`src/amc_pkg.sv`:
```
// ---------------------------------------------------------------------------
// amc_pkg: archive magic classifier constants
// Signature table, archive type codes and widths shared by the classifier.
// ---------------------------------------------------------------------------
package amc_pkg;

    localparam int SIG_COUNT  = 14;
    localparam int SIG_MAXLEN = 9;
    localparam int POS_LIMIT  = 24;

    typedef logic [4:0]           pos_t;
    typedef logic [3:0]           arc_type_t;
    typedef logic [SIG_COUNT-1:0] sig_mask_t;

    // Archive type codes as reported on the result port
    localparam arc_type_t TYPE_NONE  = 4'd0;
    localparam arc_type_t TYPE_7Z    = 4'd1;
    localparam arc_type_t TYPE_ACE   = 4'd2;
    localparam arc_type_t TYPE_ARJ   = 4'd3;
    localparam arc_type_t TYPE_BZIP2 = 4'd4;
    localparam arc_type_t TYPE_GZIP  = 4'd5;
    localparam arc_type_t TYPE_LZIP  = 4'd6;
    localparam arc_type_t TYPE_LZOP  = 4'd7;
    localparam arc_type_t TYPE_RAR   = 4'd8;
    localparam arc_type_t TYPE_RZIP  = 4'd9;
    localparam arc_type_t TYPE_XZ    = 4'd10;
    localparam arc_type_t TYPE_ZOO   = 4'd11;
    localparam arc_type_t TYPE_ZIP   = 4'd12;
    localparam arc_type_t TYPE_LRZIP = 4'd13;

    // Signature placement, in priority order
    localparam logic [4:0] SIG_OFFSET [SIG_COUNT] = '{
        5'd0, 5'd7, 5'd0, 5'd0, 5'd0, 5'd0, 5'd0,
        5'd0, 5'd0, 5'd0, 5'd20, 5'd0, 5'd0, 5'd0
    };

    localparam logic [3:0] SIG_LENGTH [SIG_COUNT] = '{
        4'd6, 4'd7, 4'd2, 4'd3, 4'd2, 4'd4, 4'd9,
        4'd4, 4'd4, 4'd6, 4'd4, 4'd4, 4'd8, 4'd4
    };

    localparam arc_type_t SIG_TYPE [SIG_COUNT] = '{
        TYPE_7Z, TYPE_ACE, TYPE_ARJ, TYPE_BZIP2, TYPE_GZIP, TYPE_LZIP, TYPE_LZOP,
        TYPE_RAR, TYPE_RZIP, TYPE_XZ, TYPE_ZOO, TYPE_ZIP, TYPE_ZIP, TYPE_LRZIP
    };

    // Signature bytes; unused tail entries are zero and never compared
    localparam logic [7:0] SIG_BYTES [SIG_COUNT][SIG_MAXLEN] = '{
        '{8'h37, 8'h7A, 8'hBC, 8'hAF, 8'h27, 8'h1C, 8'h00, 8'h00, 8'h00},
        '{8'h2A, 8'h2A, 8'h41, 8'h43, 8'h45, 8'h2A, 8'h2A, 8'h00, 8'h00},
        '{8'h60, 8'hEA, 8'h00, 8'h00, 8'h00, 8'h00, 8'h00, 8'h00, 8'h00},
        '{8'h42, 8'h5A, 8'h68, 8'h00, 8'h00, 8'h00, 8'h00, 8'h00, 8'h00},
        '{8'h1F, 8'h8B, 8'h00, 8'h00, 8'h00, 8'h00, 8'h00, 8'h00, 8'h00},
        '{8'h4C, 8'h5A, 8'h49, 8'h50, 8'h00, 8'h00, 8'h00, 8'h00, 8'h00},
        '{8'h89, 8'h4C, 8'h5A, 8'h4F, 8'h00, 8'h0D, 8'h0A, 8'h1A, 8'h0A},
        '{8'h52, 8'h61, 8'h72, 8'h21, 8'h00, 8'h00, 8'h00, 8'h00, 8'h00},
        '{8'h52, 8'h5A, 8'h49, 8'h50, 8'h00, 8'h00, 8'h00, 8'h00, 8'h00},
        '{8'hFD, 8'h37, 8'h7A, 8'h58, 8'h5A, 8'h00, 8'h00, 8'h00, 8'h00},
        '{8'hDC, 8'hA7, 8'hC4, 8'hFD, 8'h00, 8'h00, 8'h00, 8'h00, 8'h00},
        '{8'h50, 8'h4B, 8'h03, 8'h04, 8'h00, 8'h00, 8'h00, 8'h00, 8'h00},
        '{8'h50, 8'h4B, 8'h30, 8'h30, 8'h50, 8'h4B, 8'h03, 8'h04, 8'h00},
        '{8'h4C, 8'h52, 8'h5A, 8'h49, 8'h00, 8'h00, 8'h00, 8'h00, 8'h00}
    };

endpackage

```
`src/archive_magic_classifier_unit.sv`:
```
// Header bytes enter one per cycle on the hdr channel, starting at file offset zero, and
// last_byte marks the end of the buffer. A byte is taken in every cycle unless a finished
// result is still waiting and the result side stalls. The archive type appears on the type
// channel in the cycle after the last byte is transferred, held in a single output register;
// no result is produced for other bytes. Bytes past offset 23 are taken but not compared.
// After each last byte the match state returns to its reset values for the next buffer.
// ---------------------------------------------------------------------------
// archive_magic_classifier_unit
// Streams file header bytes against fixed archive signatures and reports the type.
// ---------------------------------------------------------------------------
module archive_magic_classifier_unit
    import amc_pkg::*;
(
    input  logic       clk,
    input  logic       rst_n,
    // header byte channel
    input  logic       hdr_valid,
    output logic       hdr_stall,
    input  logic [7:0] header_byte,
    input  logic       last_byte,
    // result channel
    output logic       type_valid,
    input  logic       type_stall,
    output logic [3:0] archive_type
);

    pos_t      pos_reg,   pos_next;
    sig_mask_t flags_reg, flags_next;
    logic      type_valid_reg;
    arc_type_t archive_type_reg, result_next;
    logic      hdr_xfer;

    // Input side waits only while an untaken result blocks the output register
    assign hdr_stall = type_valid_reg && type_stall;
    assign hdr_xfer  = hdr_valid && !hdr_stall;

    // Per-signature byte compare and new position
    always_comb
    begin
        logic [5:0] sig_end;
        logic [4:0] rel;
        sig_end    = '0;
        rel        = '0;
        flags_next = flags_reg;
        pos_next   = pos_reg;
        if (pos_reg < pos_t'(POS_LIMIT))
        begin
            for (int i = 0; i < SIG_COUNT; i++)
            begin
                sig_end = {1'b0, SIG_OFFSET[i]} + {2'b00, SIG_LENGTH[i]};
                rel     = pos_reg - SIG_OFFSET[i];
                if ((pos_reg >= SIG_OFFSET[i]) && ({1'b0, pos_reg} < sig_end))
                begin
                    if (SIG_BYTES[i][rel[3:0]] != header_byte)
                        flags_next[i] = 1'b0;
                end
            end
            pos_next = pos_reg + 5'd1;
        end
    end

    // First complete, fully matching signature in table order wins
    always_comb
    begin
        logic [5:0] sig_end;
        sig_end     = '0;
        result_next = TYPE_NONE;
        for (int i = SIG_COUNT - 1; i >= 0; i--)
        begin
            sig_end = {1'b0, SIG_OFFSET[i]} + {2'b00, SIG_LENGTH[i]};
            if ((sig_end <= {1'b0, pos_next}) && flags_next[i])
                result_next = SIG_TYPE[i];
        end
    end

    // Match state
    always_ff @(posedge clk or negedge rst_n)
    begin
        if (!rst_n)
        begin
            pos_reg   <= '0;
            flags_reg <= '1;
        end
        else if (hdr_xfer)
        begin
            if (last_byte)
            begin
                pos_reg   <= '0;
                flags_reg <= '1;
            end
            else
            begin
                pos_reg   <= pos_next;
                flags_reg <= flags_next;
            end
        end
    end

    // Output register
    always_ff @(posedge clk or negedge rst_n)
    begin
        if (!rst_n)
            type_valid_reg <= 1'b0;
        else if (hdr_xfer && last_byte)
            type_valid_reg <= 1'b1;
        else if (!type_stall)
            type_valid_reg <= 1'b0;
    end

    always_ff @(posedge clk)
    begin
        if (hdr_xfer && last_byte)
            archive_type_reg <= result_next;
    end

    assign type_valid   = type_valid_reg;
    assign archive_type = archive_type_reg;

    // Checks
    a_last_gives_result: assert property (@(posedge clk) disable iff (!rst_n)
        hdr_xfer && last_byte |=> type_valid_reg)
        else $error("no result after last byte");

    a_state_rearmed: assert property (@(posedge clk) disable iff (!rst_n)
        hdr_xfer && last_byte |=> (pos_reg == '0) && (flags_reg == '1))
        else $error("match state not rearmed after last byte");

    a_pos_saturates: assert property (@(posedge clk) disable iff (!rst_n)
        pos_reg <= pos_t'(POS_LIMIT))
        else $error("byte position beyond limit");

    a_type_range: assert property (@(posedge clk) disable iff (!rst_n)
        type_valid_reg |-> archive_type_reg <= TYPE_LRZIP)
        else $error("archive type out of range");

endmodule

```
`config.mk`:
```
export PLATFORM = sky130hd
export DESIGN_NAME = archive_magic_classifier_unit
export DESIGN_NICKNAME = d
export VERILOG_FILES = /design/src/amc_pkg.sv /design/src/archive_magic_classifier_unit.sv
export SDC_FILE = /design/constraint.sdc
export NUM_CORES = 1
export LEC_CHECK = 0
export BUFFER_PORTS_ARGS = -buffer_cell sky130_fd_sc_hd__buf_2
export CAP_MARGIN = 20
export CELL_PAD_IN_SITES_DETAIL_PLACEMENT = 1
export CELL_PAD_IN_SITES_GLOBAL_PLACEMENT = 2
export CORE_MARGIN = 3
export CORE_UTILIZATION = 34
export CTS_BUF_LIST = sky130_fd_sc_hd__clkbuf_8
export DETAILED_ROUTE_END_ITERATION = 10
export PLACE_DENSITY_LB_ADDON = 0.1
export SETUP_SLACK_MARGIN = 0.05
export SYNTH_ARGS = -nofsm -noshare
export SYNTH_HDL_FRONTEND = slang
export SYNTH_SLANG_ARGS = --single-unit
```
`constraint.sdc`:
```
create_clock -name clk -period 3.4 [get_ports clk]
set_input_delay 0.17 -clock clk [delete_from_list [all_inputs] [get_ports clk]]
set_output_delay 0.17 -clock clk [all_outputs]
set_load 0.02 [all_outputs]
```
==> results.toml <==
[global_routing]
grt_overflow = 0
track_usage = 0.2438
grt_pass1_wl_um = 21700
grt_max_degree = 38
antenna_found_initial = 0
grt_pass1_vias = 3609

[die]
rows = 36
pin_count = 19
dieArea_um2 = 11360
die_w_um = 106.6
core_um2 = 9819
start_util = 0.3504
die_h_um = 106.6

[synth]
yosysTopAreaCell = "dfstp_2"
synthDistinctLibCells = 84
synth_most_common_cell = "nand2_1"
syn_area_um2 = 3441
synth_seq_cells = 24
syn_inst = 453
yosys.area.top_type_share = 0.1069
synthTopCellsByCount = "41 x nand2_1, 32 x nor2_1, 30 x o21ai_0"
synth_area_leaders = "dfstp_2 11%, ha_1 5.1%, xnor2_1 4.8%"
async_flop_share = 0.8333
synth_nets = 480
syn_area_per_cell_um2 = 7.596
yosysSeqAreaShare = 0.1855
yosys_warnings = 0
synth-edff-count = 4
synthFlopType = "dfstp_2"

[sta]
tightest_slew_ns = 0.6346
min_period_ns = 3.230
fmax_mhz = 309.6
slew_violations = 0
clock_skew_ns = 0.008838
rsz0062_at_grt = "true"
setup_violations = 0
hold_viol_final = 0
max_slew_margin = 0.5769
tns_ns = 0
period_share = 0.9500

[setup_path]
cp.required_ns = 3.43
end_kind = "register"
regToRegSetupSlack_ns = 0.17
r2r-start = "pos_reg[0]"
cp-start-kind = "register"
path_max_fanout = 6
critPathKind = "register to register"
ff2ff_path_depth = 12
reg2reg_to = "archive_type[0]"
cp.arrival_ns = 3.26

[final_layout]
drive_above_1_share = 0.2146
largest_reg_flops = 14
fin_nets = 494
multi_input_area_um2 = 2570
n_antenna_cell = 0
nFillCells = 1244
regArea_um2 = 639.4
final_core_util = 0.3894
area_delta_synth_final_pct = 11.13

[clock_network]
cts_buffers = 3
htree_levels = 1
clk_pin_slew_ns = 0.10
cts-root-buf = "clkbuf_8"
postCtsSetupBuffers = 0
cts.sinks = 24
cts_tree = "yes"
insertion_delay_ns = 0.28
clock_path_buffers = 2

[hold_path]
hold_end = "pos_reg[4]"
worstHoldStart = "last_byte"
hp-class = "primary input to register"
holdPathStages = 2

[place]
place_hpwl_um = 9879
io_buffer_count = 18
place_congestion = 0.8432

[route]
first_pass_iters = 4
viasPerCell = 5.922
route.detailed.drc = 0
vias = 3547
post_drt_wl_per_cell_um = 22.34
drt-initial-drc-count = 261
drt-total-wl_um = 13380
ant_nets = 0

[power]
pwr_density_cell_nw_per_um2 = 512.3
irDropWorstVdd_uv = 303.2
leakage_nw = 1.501

[status]
status = "complete, no violations"

[flow_run]
maxCapViolCount = 0
[cell type report]
type,instances,area share
Timing Repair Buffer,49,0.09162
Clock buffer,3,0.01080
Sequential cell,24,0.1672
Clock inverter,1,0.0009817
Inverter,14,0.01374
Multi-Input combinational cell,375,0.6721
Tap cell,133,0.04352
[critical path, stage by stage (launching register included)]
cell,delay (ns)
dfrtp_1,0.46
ha_1,0.27
inv_1,0.06
ha_1,0.42
mux2_2,0.41
nor2_1,0.10
o211ai_1,0.09
a21o_1,0.24
a2111oi_2,0.40
buf_4,0.20
nor2_1,0.06
o21a_1,0.17
o31a_1,0.10
[metrics by stage]
step           setup slack [ns]  total power, mW  hold slack, ns  std cells  area [um2]
2_1_floorplan           0.05866            1.329         -0.1256        453        3441
3_5_place_dp           0.001218            1.738          0.1688        594        3739
4_1_cts                 0.09749            1.932          0.1204        599        3800
3_3_place_gp             0.1028            1.726          0.1670        594        3739
5_1_grt                 0.03514            2.116          0.1382        599        3824
6_report                 0.1700            1.959          0.1164        599        3824
[cell usage in the layout (no fill, tap or decap), drive strengths merged, types with 6 or more instances in the layout]
cell type	instances
buf	48
nand4	11
nor2b	13
o21ai	32
nand3b	6
a21oi	17
ha	14
a31oi	8
xnor2	19
nand2	42
inv	13
nand3	18
o31ai	8
nor2	33
or3	6
dfstp	14
nor3b	7
mux2i	10
xor2	10
nand2b	12
and3	9
nor3	13
dfrtp	6
[worst max-delay path by stage]
stage,from,end,depth (start not counted)
final,pos_reg[0],archive_type[0],12
after global placement,pos_reg[1],archive_type[0],12
after CTS,pos_reg[1],archive_type[0],11
after detailed placement,pos_reg[1],archive_type[0],11
after floorplan,pos_reg[1],archive_type[0],13
after global routing,pos_reg[0],archive_type[3],11
[report_power, final]
group	total [mW]	switching (mW)	internal, mW
Clock	0.183	0.101	0.0811
Sequential	0.430	0.0481	0.382
Combinational	1.35	0.805	0.541
[routing by layer]
metal / vias to the layer above / share of wire / GRT usage / routed length (um)
met5: - / 0 / 0 / 0
met4: 0 / 0.022 / 0.05114 / 293
met3: 19 / 0.037 / 0.02529 / 499
met2: 82 / 0.46 / 0.3862 / 6170
met1: 1756 / 0.48 / 0.3588 / 6418
li1: 1690 / - / - / -
[what timing repair did]
item / CTS / global route
hold endpoints to repair: 6 / 0
setup endpoints to repair: 1 / 4
gates resized for setup: 2 / 7
hold buffers: 1 / 0
[cells by family (layout without fill, tap and decap cells)]
kind of cell | count (synthesis) | in the layout | share of synthesized area
AOI/OAI and AO/OA | 120 | 120 | 0.2473
xor gates and xnor gates | 29 | 29 | 0.07382
DFF | 24 | 24 | 0.1855
muxes | 14 | 14 | 0.04691
buffers and inverters | 54 | 67 | 0.07600
and+or+nand+nor | 198 | 198 | 0.3196
adders and majority gates | 14 | 14 | 0.05091
Note: power is estimated with default switching activity, not from simulation.
